### config.mk
export PLATFORM = sky130hd
export DESIGN_NAME = ctf_sqrt_cell
export DESIGN_NICKNAME = d
export VERILOG_FILES = /design/src/ctf_pkg.sv /design/src/ctf_sqrt_cell.sv
export SDC_FILE = /design/constraint.sdc
export NUM_CORES = 1
export LEC_CHECK = 0
export BUFFER_PORTS_ARGS = -buffer_cell sky130_fd_sc_hd__buf_2
export CAP_MARGIN = 5
export CORE_MARGIN = 8
export CORE_UTILIZATION = 30
export DETAILED_ROUTE_END_ITERATION = 8
export GPL_TIMING_DRIVEN = 1
export HOLD_SLACK_MARGIN = 0.08
export PLACE_DENSITY_LB_ADDON = 0.12
export SLEW_MARGIN = 20
export SYNTH_ARGS = -nofsm -noshare
export SYNTH_HDL_FRONTEND = slang
export SYNTH_SLANG_ARGS = --single-unit
### constraint.sdc
create_clock -name clk -period 5.44 [get_ports clk]
set_input_delay 0.816 -clock clk [delete_from_list [all_inputs] [get_ports clk]]
set_output_delay 0.816 -clock clk [all_outputs]
set_load 0.05 [all_outputs]
### src/ctf_pkg.sv
`timescale 1ns / 1ps
// ----------------------------------------------------------------------------
// ctf_pkg: shared types and constants of the complementary tilt filter
// Holds cell bus structs, the arctangent table, register indexes and states.
// ----------------------------------------------------------------------------
package ctf_pkg;

  // Input sample field width
  localparam int IN_W = 16;

  // Square root cells: 48-bit radicand, one root bit per cell
  localparam int SQ_RAD_W  = 48;
  localparam int SQ_REM_W  = 26;
  localparam int SQ_ROOT_W = 24;

  // CORDIC datapath width, Q.24 angles
  localparam int CW       = 28;
  localparam int ATAN_LEN = 24;

  // Configuration
  localparam int WEIGHT_W   = 17;
  localparam int PERIOD_W   = 24;
  localparam int CFG_DATA_W = 24;
  localparam int CFG_IDX_W  = 1;
  localparam logic [WEIGHT_W-1:0] WEIGHT_ONE   = 17'd65536;
  localparam logic [WEIGHT_W-1:0] WEIGHT_RESET = 17'd64225;
  localparam logic [PERIOD_W-1:0] PERIOD_RESET = 24'd16777;

  // atan(2^-i) in Q.24, rounded
  localparam logic [CW-1:0] ATAN_TAB [ATAN_LEN] = '{
    28'd13176795, 28'd7778716, 28'd4110060, 28'd2086331,
    28'd1047214,  28'd524117,  28'd262123,  28'd131069,
    28'd65536,    28'd32768,   28'd16384,   28'd8192,
    28'd4096,     28'd2048,    28'd1024,    28'd512,
    28'd256,      28'd128,     28'd64,      28'd32,
    28'd16,       28'd8,       28'd4,       28'd2
  };

  // Which tilt angle travels through the chains
  localparam logic TAG_ROLL  = 1'b0;
  localparam logic TAG_PITCH = 1'b1;

  typedef enum logic [CFG_IDX_W-1:0] {
    REG_BLEND_WEIGHT  = 1'b0,
    REG_SAMPLE_PERIOD = 1'b1
  } cfg_reg_t;

  typedef struct packed {
    logic                    vld;
    logic                    tag;
    logic signed [IN_W-1:0]  num;
    logic [SQ_RAD_W-1:0]     rad;
    logic [SQ_REM_W-1:0]     rem;
    logic [SQ_ROOT_W-1:0]    root;
  } sq_bus_t;

  typedef struct packed {
    logic                 vld;
    logic                 tag;
    logic signed [CW-1:0] x;
    logic signed [CW-1:0] y;
    logic signed [CW-1:0] z;
  } cd_bus_t;

  typedef enum logic [3:0] {
    S_IDLE,
    S_FEED_ROLL,
    S_FEED_PITCH,
    S_WAIT,
    S_INC,
    S_GYRO,
    S_MUL_G,
    S_MUL_A,
    S_MIX
  } state_t;

endpackage

### src/ctf_sqrt_cell.sv
`timescale 1ns / 1ps
// ----------------------------------------------------------------------------
// ctf_sqrt_cell: one digit cell of the square root chain
// Takes the next two radicand bits, decides one root bit, registers the result.
// ----------------------------------------------------------------------------
module ctf_sqrt_cell (
  input  logic              clk,
  input  logic              rst_n,
  input  ctf_pkg::sq_bus_t  d_in,
  output ctf_pkg::sq_bus_t  d_out
);

  logic [ctf_pkg::SQ_REM_W+1:0] rem_sh;
  logic [ctf_pkg::SQ_REM_W+1:0] trial;
  logic [ctf_pkg::SQ_REM_W+1:0] diff;
  ctf_pkg::sq_bus_t             q_nxt;
  ctf_pkg::sq_bus_t             q_r;

  // Restoring root step on the next digit pair
  always_comb begin
    rem_sh = {d_in.rem, d_in.rad[ctf_pkg::SQ_RAD_W-1 -: 2]};
    trial  = {2'b00, d_in.root, 2'b01};
    diff   = rem_sh - trial;
    q_nxt     = d_in;
    q_nxt.rad = {d_in.rad[ctf_pkg::SQ_RAD_W-3:0], 2'b00};
    if (rem_sh >= trial) begin
      q_nxt.rem  = diff[ctf_pkg::SQ_REM_W-1:0];
      q_nxt.root = {d_in.root[ctf_pkg::SQ_ROOT_W-2:0], 1'b1};
    end else begin
      q_nxt.rem  = rem_sh[ctf_pkg::SQ_REM_W-1:0];
      q_nxt.root = {d_in.root[ctf_pkg::SQ_ROOT_W-2:0], 1'b0};
    end
  end

  // Hand to the next cell
  always_ff @(posedge clk) begin
    q_r <= q_nxt;
    if (!rst_n) begin
      q_r.vld <= 1'b0;
    end
  end

  assign d_out = q_r;

endmodule

# Word level (Yosys, flattened, before mapping)
# Cells that the tools add are included.
[totals]
output_inout_bits = 116
word_cells = 9
reg_bits = 114
[op_classes]
add_sub_neg = 1
muxes = 1
magnitude_cmp = 1
[op_table]
columns = ["op", "count"]
rows = [
  ["50-bit two-way mux", 1],
  ["28-bit by 26-bit >= comparator with 1-bit output", 1],
  ["26-bit subtractor", 1],
]

# Logic depth before layout (Yosys ltp)
[depth]
ltp_word = 2
mapped_depth = 11
ltp_nobuf = 10

# Worst setup path before layout
# No wires, ideal clock.
[synth_path]
kind = "input to register"
startpoint = "in d_in[0] (netlist name)"
endpoint = "reg q_r, in the netlist d_out[32]"
setup_slack_ns = 2.502
arrival_time_ns = 2.816
stages = 11
setup_time_ns = 0.121
cell_sequence = "inv_1 > ha_1 > nand2b_1 > a211o_1 > a21oi_2 > o211ai_2 > a31oi_2 > nor2_2 > o21ai_4 > buf_12 > mux2_4"
[synth_lines]
columns = ["element", "line", "text"]
rows = [
  ["start: declaration", "ctf_sqrt_cell.sv:9", "input ctf_pkg::sq_bus_t d_in,"],
  ["end signal: assignment", "ctf_sqrt_cell.sv:37", "q_r <= q_nxt;"],
  ["end: declaration", "ctf_sqrt_cell.sv:17", "ctf_pkg::sq_bus_t q_r;"],
]

==> results.toml <==
[timing]
min_period_over_period_pct = 58.4
worst_slew_pin_slew_ns = 0.716
setup_viol = 0
maxSlewViolCount = 0
clock.fmax_mhz = 315
fin_tns_setup_ns = 0
hold_slack_ns = 0.504
period_needed_ns = 3.18
hold_viol = 0
relSlewSlack_pct = 52.1
finalWorstSetupSlack_ns = 2.26
rsz0062_at_grt = "false"

[cells_and_area]
largest_register_ffs = 114
most-common-layout-cells = "buf_2 (231), dfxtp_1 (114), inv_1 (30), ha_1 (26)"
nets = 754
antenna_cells = 0
final_common_cell = "buf_2"
drive_gt1_share_pct = 46.8
final_area_um2 = 6080
synthToLayoutAreaGrowth_pct = 47.2
fillers = 1340

[setup_path]
crit_chain = "buf_2 -> inv_1 -> ha_1 -> nand2b_1 -> a211o_1 -> a21oi_2 -> o211ai_2 -> a31oi_2 -> nor2_2 -> o21ai_4 -> buf_8 -> mux2_4"
worstPathMaxFanout = 17
cpMaxStageDelayCell = "o21ai_4"
critPathCaptureType = "flop"
crit_arrival_ns = 3.47
crit_type = "in -> reg"
crit_path_start_kind = "input pin"
critPathMaxStageDelay_ns = 0.59
critPathRequiredTime_ns = 5.73

[routing]
drc = 0
final_antenna_net_count = 0
vias = 3453
viasPerCell = 4.31
drt-initial-drc-count = 65
wl_per_cell_um = 15.7
drtPass1Iterations = 4
drt_wl_total_mm = 12.6

[synth]
ys_seq_area_share_pct = 55.2
synth.distinct_cells = 50
ys_warn_count = 0
synth-seq-cells = 114
synth_area_per_cell_um2 = 11.4
synth_area_um2 = 4130
syn_inst = 364

[floorplanning]
core_um2 = 13700
ioPinCount = 234
start_util_pct = 30.2
die-area_um2 = 17800
die_h_um = 133
num_rows = 43
die_x_um = 133

[clocking]
clockBufferDepth = 2
cts_sinks = 114
cts-htree-levels = 4
postCtsHoldBufs = 0
cts_setup_buffers = 0
cts_root_buffer = "clkbuf_16"
ctsResizeCount = 0
path_clk_slew_ns = 0.05
cts_tree = "yes"
numCtsBuffers = 17

[outcome]
outcome = "finished clean"

[global_routing]
grt-ovfl-total = 0
track_usage_pct = 13.9
grt_pass1_wl_mm = 19.2
grt_pass1_vias = 3593
grt_max_degree = 18
grt_antenna_before_repair = 0

[place]
placed_cell_area_um2 = 5470
gp_congestion = 0.832
hpwl_mm = 10.5
dp_slack_ns = 1.80
io_buffers = 231

[power]
power.total_mw = 2.72
p_sw_mw = 0.845
p_leak_nw = 3.11
power.share.clock_pct = 42.0
power_frac_seq_pct = 34.3
ir_drop_uv = 190
p_comb_share_pct = 23.7
internal_power_mw = 1.88
swShare_pct = 31.1
p_per_area_nw_per_um2 = 447

[run]
max_cap_violations = 0

[hold_path]
min_path_type = "in -> reg"
[cell families after synthesis]
| kind of cell | after synthesis | synth area share (%) |
|---|---|---|
| buf+inv | 36 | 4.30 |
| xor+xnor | 23 | 4.88 |
| fa+ha+maj | 26 | 7.87 |
| mux | 24 | 7.93 |
| simple gates | 68 | 8.12 |
| compound gates | 72 | 11.6 |
| other cells | 1 | 0.0908 |
| flops | 114 | 55.2 |
[layout make-up]
cell class              instances  area, um2  share of cell area, %
flip-flops and latches        114       2280                   37.5
clock inverters                13        186                   3.07
multi-input cells             215       1680                   27.5
well taps                     180        225                   3.70
inverters                      30        113                   1.85
clock buffers                  18        429                   7.06
repair buffers                232       1170                   19.3
[worst paths after layout]
| path | start | to | slack, ns | depth (start not counted) |
|---|---|---|---|---|
| max | d_in[0] | d_out[35] | 2.26 | 12 |
| min | d_in[100] | d_out[100] | 0.50 | 1 |
[metal layers]
layer | track usage (%) | vias to the layer above | routed length, um
li1 | - | 1736 | -
met1 | 14.7 | 1557 | 5170
met2 | 23.2 | 147 | 6060
met3 | 7.30 | 13 | 1180
met4 | 4.99 | 0 | 159
met5 | 0 | - | 0
[cell usage after synthesis (all sizes together)]
cell | n | area, um2
nand2b | 3 | 18.8
o211ai | 3 | 27.5
o21bai | 2 | 15.0
mux2 | 22 | 308
xor2 | 10 | 87.6
and4 | 2 | 17.5
a211oi | 6 | 45.0
o21a | 3 | 22.5
and2 | 4 | 25.0
or3 | 1 | 6.26
nor2 | 18 | 72.6
o31ai | 2 | 15.0
inv | 30 | 113
xnor2 | 13 | 114
nand3 | 1 | 5.00
or2 | 1 | 6.26
a32oi | 1 | 8.76
conb | 1 | 3.75
mux2i | 2 | 20.0
a21bo | 1 | 10.0
a31oi | 2 | 18.8
ha | 26 | 325
a21boi | 1 | 7.51
o21ai | 17 | 96.3
a21o | 6 | 45.0
nor3 | 6 | 30.0
nor2b | 3 | 18.8
buf | 6 | 65.1
a22oi | 1 | 7.51
dfxtp | 114 | 2280
and3 | 3 | 18.8
and3b | 1 | 8.76
nand4b | 1 | 8.76
o311ai | 1 | 8.76
a41oi | 2 | 17.5
nand4 | 2 | 12.5
a211o | 1 | 8.76
or2b | 1 | 7.51
a21oi | 22 | 114
a221o | 1 | 10.0
nand2 | 21 | 78.8
[metrics by stage]
| stage | instances | util [%] |
|---|---|---|
| 6_report | 802 | 44.5 |
| 2_1_floorplan | 365 | - |
| 5_1_grt | 802 | 44.5 |
| 3_3_place_gp | 770 | 39.9 |
| 4_1_cts | 802 | 44.5 |
| 3_5_place_dp | 771 | 40.0 |
[power groups by stage]
stage                     Sequential [mW]  Clock (mW)  Combinational [mW]
after global routing                0.939        1.22               0.688
after floorplan                      1.23           0               0.203
after global placement              0.948           0               0.651
final                               0.933        1.14               0.646
after detailed placement            0.950           0               0.652
after CTS                           0.934        1.18               0.655
[critical path, delay by kind of cell]
family / cells / cell delay (ns)
AO/OA/AOI/OAI: 5 / 1.40
adder cells (fa/ha/maj): 1 / 0.37
buffers and inverters: 3 / 0.37
multiplexers: 1 / 0.30
AND/OR/NAND/NOR: 2 / 0.19
No activity file was read; power rests on OpenSTA's default activity.
