[config.mk]
export PLATFORM = sky130hd
export DESIGN_NAME = ctf_cordic_cell
export DESIGN_NICKNAME = d
export VERILOG_FILES = /design/src/ctf_pkg.sv /design/src/ctf_cordic_cell.sv
export SDC_FILE = /design/constraint.sdc
export NUM_CORES = 1
export LEC_CHECK = 0
export ABC_AREA = 1
export BUFFER_PORTS_ARGS = -buffer_cell sky130_fd_sc_hd__buf_2
export CORE_MARGIN = 2
export CORE_UTILIZATION = 54
export CTS_CLUSTER_SIZE = 14
export DETAILED_ROUTE_END_ITERATION = 10
export PLACE_DENSITY = 0.77
export SLEW_MARGIN = 20
export SYNTH_ARGS = -nofsm -noshare
export SYNTH_HDL_FRONTEND = slang
export SYNTH_SLANG_ARGS = --single-unit
export TNS_END_PERCENT = 5
[constraint.sdc]
create_clock -name clk -period 5 [get_ports clk]
set_clock_uncertainty 0.1 [all_clocks]
set_input_delay 0.5 -clock clk [delete_from_list [all_inputs] [get_ports clk]]
set_output_delay 0.5 -clock clk [all_outputs]
set_load 0.005 [all_outputs]
[src/ctf_pkg.sv]
`timescale 1ns / 1ps
// ----------------------------------------------------------------------------
// ctf_pkg: shared types and constants of the complementary tilt filter
// Holds cell bus structs, the arctangent table, register indexes and states.
// ----------------------------------------------------------------------------
package ctf_pkg;

  // Input sample field width
  localparam int IN_W = 16;

  // Square root cells: 48-bit radicand, one root bit per cell
  localparam int SQ_RAD_W  = 48;
  localparam int SQ_REM_W  = 26;
  localparam int SQ_ROOT_W = 24;

  // CORDIC datapath width, Q.24 angles
  localparam int CW       = 28;
  localparam int ATAN_LEN = 24;

  // Configuration
  localparam int WEIGHT_W   = 17;
  localparam int PERIOD_W   = 24;
  localparam int CFG_DATA_W = 24;
  localparam int CFG_IDX_W  = 1;
  localparam logic [WEIGHT_W-1:0] WEIGHT_ONE   = 17'd65536;
  localparam logic [WEIGHT_W-1:0] WEIGHT_RESET = 17'd64225;
  localparam logic [PERIOD_W-1:0] PERIOD_RESET = 24'd16777;

  // atan(2^-i) in Q.24, rounded
  localparam logic [CW-1:0] ATAN_TAB [ATAN_LEN] = '{
    28'd13176795, 28'd7778716, 28'd4110060, 28'd2086331,
    28'd1047214,  28'd524117,  28'd262123,  28'd131069,
    28'd65536,    28'd32768,   28'd16384,   28'd8192,
    28'd4096,     28'd2048,    28'd1024,    28'd512,
    28'd256,      28'd128,     28'd64,      28'd32,
    28'd16,       28'd8,       28'd4,       28'd2
  };

  // Which tilt angle travels through the chains
  localparam logic TAG_ROLL  = 1'b0;
  localparam logic TAG_PITCH = 1'b1;

  typedef enum logic [CFG_IDX_W-1:0] {
    REG_BLEND_WEIGHT  = 1'b0,
    REG_SAMPLE_PERIOD = 1'b1
  } cfg_reg_t;

  typedef struct packed {
    logic                    vld;
    logic                    tag;
    logic signed [IN_W-1:0]  num;
    logic [SQ_RAD_W-1:0]     rad;
    logic [SQ_REM_W-1:0]     rem;
    logic [SQ_ROOT_W-1:0]    root;
  } sq_bus_t;

  typedef struct packed {
    logic                 vld;
    logic                 tag;
    logic signed [CW-1:0] x;
    logic signed [CW-1:0] y;
    logic signed [CW-1:0] z;
  } cd_bus_t;

  typedef enum logic [3:0] {
    S_IDLE,
    S_FEED_ROLL,
    S_FEED_PITCH,
    S_WAIT,
    S_INC,
    S_GYRO,
    S_MUL_G,
    S_MUL_A,
    S_MIX
  } state_t;

endpackage

[src/ctf_cordic_cell.sv]
`timescale 1ns / 1ps
// ----------------------------------------------------------------------------
// ctf_cordic_cell: one vectoring CORDIC rotation
// Rotates toward y = 0 by atan(2^-IDX) and accumulates the angle.
// ----------------------------------------------------------------------------
module ctf_cordic_cell #(
  parameter int IDX = 0
) (
  input  logic              clk,
  input  logic              rst_n,
  input  ctf_pkg::cd_bus_t  d_in,
  output ctf_pkg::cd_bus_t  d_out
);

  localparam logic signed [ctf_pkg::CW-1:0] ANG = $signed(ctf_pkg::ATAN_TAB[IDX]);

  logic signed [ctf_pkg::CW-1:0] xs;
  logic signed [ctf_pkg::CW-1:0] ys;
  ctf_pkg::cd_bus_t              q_nxt;
  ctf_pkg::cd_bus_t              q_r;

  // Rotate by the sign of y; y of zero leaves the vector alone
  always_comb begin
    xs    = d_in.x >>> IDX;
    ys    = d_in.y >>> IDX;
    q_nxt = d_in;
    priority if (d_in.y[ctf_pkg::CW-1]) begin
      q_nxt.x = d_in.x - ys;
      q_nxt.y = d_in.y + xs;
      q_nxt.z = d_in.z - ANG;
    end else if (d_in.y != '0) begin
      q_nxt.x = d_in.x + ys;
      q_nxt.y = d_in.y - xs;
      q_nxt.z = d_in.z + ANG;
    end else begin
      q_nxt = d_in;
    end
  end

  // Hand to the next cell
  always_ff @(posedge clk) begin
    q_r <= q_nxt;
    if (!rst_n) begin
      q_r.vld <= 1'b0;
    end
  end

  assign d_out = q_r;

endmodule

After elaboration in Yosys (flattened, before gate mapping):

Cells that the tools add are included.

* divide/modulo/power cells: 0
* add/subtract/negate cells: 5
* eq/ne operators: 0
* magnitude comparators: 0
* reduce and logical (&&, ||, !) cells: 1
* shifts and indexed selects: 0
* bitwise gates (word level): 0
* $mul: 0
* mux-type cells: 2

Operator list (count)
* $mux W84: 2
* $sub A28 B28 Y28: 2
* $add A28 B25 Y28 const B: 1
* $add A28 B28 Y28: 1
* $reduce_bool A28 Y1: 1
* $sub A28 B25 Y28 const B: 1

* memories kept: 0
* bits in read-only memories: 0
* bits in registers: 86
* word-level logic and storage cells: 13
* input port bits: 88
* output and inout bits: 86
* RAM bits: 0
* bits in latches: 0

Longest topological paths before layout:

* depth after elaboration: 3
* mapped depth: 15
* mapped depth without buffers: 14

Worst setup path before layout:

Ideal clock, no wire load.

* path kind: input to register
* start: in d_in[28] in the netlist's numbering
* end: reg q_r, in the netlist d_out[52]
* library setup time: 0.117 ns
* required time: 4.783 ns
* data arrival time: 1.885 ns
* buffers on the path: 0
* path slack: 2.898 ns
* stages: 11
* cell sequence: inv_1 > ha_1 > fa_1 > o21ai_1 > nand2_1 > nand2_1 > nand2_1 > nand3_1 > nand2_1 > nand2_1 > o21ai_1

RTL lines
* from (decl): line ctf_cordic_cell.sv:11 `input ctf_pkg::cd_bus_t d_in,`
* to (signal assigned): line ctf_cordic_cell.sv:42 `q_r <= q_nxt;`
* to (decl): line ctf_cordic_cell.sv:20 `ctf_pkg::cd_bus_t q_r;`

==> flow_metrics.py <==
metrics = {
    "global_routing": {
        "grt_overflow": 0,
        "grt_first_pass_wirelength_um": 57200,
        "antenna_found_initial": 0,
        "gr-usage-all-layers_pct": 36.8,
        "grt_pass1_vias": 11000,
        "grt_start_max_net_pins": 62,
    },
    "placement": {
        "place_inst": 2128,
        "place.gp.congestion": 1.06,
        "pre_cts_ws_ns": 2.05,
        "placed_area_um2": 10900,
        "io_buffers": 173,
        "dp_hpwl_um": 29600,
    },
    "timing": {
        "fin_ws_ns": 2.35,
        "final-setup-viol-count": 0,
        "period_minus_slack_ns": 2.65,
        "whs_ns": 0.135,
        "min_period_over_period_pct": 53.0,
        "finalHoldViolCount": 0,
        "relSlewSlack_pct": 44.2,
        "rsz0062_at_grt": "no",
        "drv_slew": 0,
        "tightest_slew_ns": 0.837,
        "fmax_mhz": 378,
        "final.setup.tns_ns": 0,
    },
    "power_and_ir_drop": {
        "power.density_nw_per_um2": 230,
        "leakagePower_nw": 6.37,
        "peakVddDrop_mv": 0.170,
    },
    "logic_synthesis": {
        "syn_nets": 1958,
        "netlist_instances": 1775,
        "syn_avg_cell_area_um2": 5.66,
        "yosysSeqAreaShare_pct": 17.1,
        "ys_async_sr_fraction_pct": 0,
        "synth_seq_cells": 86,
        "synth-edff-count": 0,
        "mappedNetlistArea_um2": 10000,
        "yosys_warnings": 0,
        "yosys_most_used_dff": "dfxtp_1",
        "ys_types": 39,
    },
    "die": {
        "fp.coreArea_um2": 18100,
        "ios": 174,
        "fp-row-count": 49,
        "start_util_pct": 55.6,
        "die-area_um2": 19700,
        "die_w_um": 140,
        "die_y_um": 140,
    },
    "critical_path": {
        "endpoint_kind": "register",
        "critical_path_buf_inv_count": 2,
        "cp-start-kind": "primary input",
        "crit_start": "d_in[55]",
        "path_delay_family": "simple AND/OR/NAND/NOR gates",
        "cp.arrival_ns": 2.79,
        "cp_max_fo": 46,
        "cp_slowest_stage_delay_ns": 0.47,
        "crit_required_ns": 5.14,
        "crit_path_frequent_cell": "nor2_8",
        "cpMaxStageDelayCell": "nor2_8",
        "critical_path_class": "in -> reg",
        "path_cells": "buf_2 -> inv_4 -> nand3_1 -> nor2_2 -> nand2_2 -> nor2_8 -> nor2_8 -> nand2_1 -> o21ai_0 -> xor2_1",
    },
    "route": {
        "drt_first_pass_iters": 7,
        "antenna_left": 0,
        "drc_errors": 0,
        "drt_iter0_markers": 984,
        "num_vias": 12000,
        "wl_per_cell_um": 17.1,
        "wirelength_um": 36800,
        "vias_per_cell": 5.58,
    },
    "final_layout": {
        "antennaDiodeCount": 0,
        "drive_above_1_share_pct": 10.6,
        "largest_reg_flops": 86,
        "nFillCells": 1886,
        "final_area_um2": 11200,
        "final_nets": 2093,
        "syn2layout_area_growth_pct": 11.5,
        "final_cells": 2144,
    },
    "flow_run": {
        "drv_cap": 0,
    },
    "cts": {
        "cts.clk_slew.worst_paths_ns": 0.07,
        "cts_max_level": 3,
        "cts-hold-fix-buffers": 0,
        "cts.sinks": 86,
        "cts_max_path_buffers": 2,
        "cts_made_buffers": 9,
        "cts_setup_buffers": 0,
        "cts-root-buf": "clkbuf_16",
        "cts_resized": 0,
        "cts_tree": "yes",
    },
    "status": {
        "outcome": "complete, no violations",
    },
    "worst_hold_path": {
        "hold_class": "in -> reg",
        "hold_start": "d_in[84]",
    },
}
==> cells in the mapped netlist (3+ instances only) <==
cell	instances	area, um^2
nor2_2	3	18.8
o21a_1	4	30.0
nor3_1	20	100
nand3b_1	4	30.0
nand4_1	30	188
inv_1	298	1120
clkbuf_1	7	26.3
o21ai_1	17	85.1
fa_1	3	60.1
o221ai_1	8	70.1
nand2_1	568	2130
o21bai_1	9	67.6
nand3_1	198	991
ha_1	92	1150
buf_1	4	15.0
o21ai_0	64	320
o22ai_1	12	75.1
buf_4	16	120
xnor2_1	5	43.8
buf_2	23	115
a21oi_1	92	460
xor2_1	36	315
dfxtp_1	86	1720
nor2_1	144	541
o211ai_1	11	82.6
==> worst paths after layout <==
| kind | end | slack (ns) | cells after the start |
|---|---|---|---|
| worst min-delay path | d_out[84] | 0.14 | 1 |
| worst max-delay path | d_out[12] | 2.35 | 10 |
==> metrics by stage <==
stage | utilization, % | power, mW
finish | 61.9 | 2.57
CTS | 61.9 | 2.55
global route | 61.9 | 2.72
global placement | 60.4 | 1.88
detailed placement | 60.4 | 1.89
floorplan | - | 1.51
==> cell type report <==
class	instances	area (um^2)	area share, %
clock buffers	10	229	2.04
clock inverters	6	46.3	0.413
inverters	302	1140	10.1
multi-input cells	1335	6890	61.5
flip-flops and latches	86	1720	15.4
well taps	229	287	2.56
repair buffers	176	888	7.93
==> metal layers <==
layer  wire (um)  up-vias  share of wire (%)  track usage [%]
met3        3380      114                9.2             7.01
met1       15100     5350                 41             46.3
met2       16300      613                 44             59.5
met5           0        -                  0                0
met4        2030        0                5.5             19.8
li1            -     5884                  -                -
==> layout by cell type, fill, tap and decap left out, types with 3 or more instances in the layout <==
master / count
nand2_1: 568
inv_1: 298
nand3_1: 198
buf_2: 173
nor2_1: 144
a21oi_1: 92
ha_1: 92
dfxtp_1: 86
o21ai_0: 64
xor2_1: 36
nand4_1: 30
nor3_1: 20
o21ai_1: 17
o22ai_1: 12
o211ai_1: 11
o21bai_1: 9
clkbuf_16: 9
o221ai_1: 8
xnor2_1: 5
nand3b_1: 4
o21a_1: 4
nor2_2: 3
fa_1: 3
buf_4: 3
==> report_power, final <==
| part | internal [mW] | switching (mW) | leakage [nW] |
|---|---|---|---|
| clock network | 0.341 | 0.328 | 0.129 |
| logic | 0.364 | 0.718 | 5.51 |
| registers | 0.793 | 0.0303 | 0.725 |
| total | 1.50 | 1.08 | 6.37 |
==> cells by family (layout without fill, tap and decap cells) <==
kind of cell | Yosys count | count (layout) | synth area share, %
compound gates | 219 | 219 | 12.0
buf+inv | 354 | 494 | 14.3
fa+ha+maj | 95 | 95 | 12.1
simple gates | 980 | 980 | 41.0
xor+xnor | 41 | 41 | 3.57
flops | 86 | 86 | 17.1
Power figures use the tool's default switching activity.
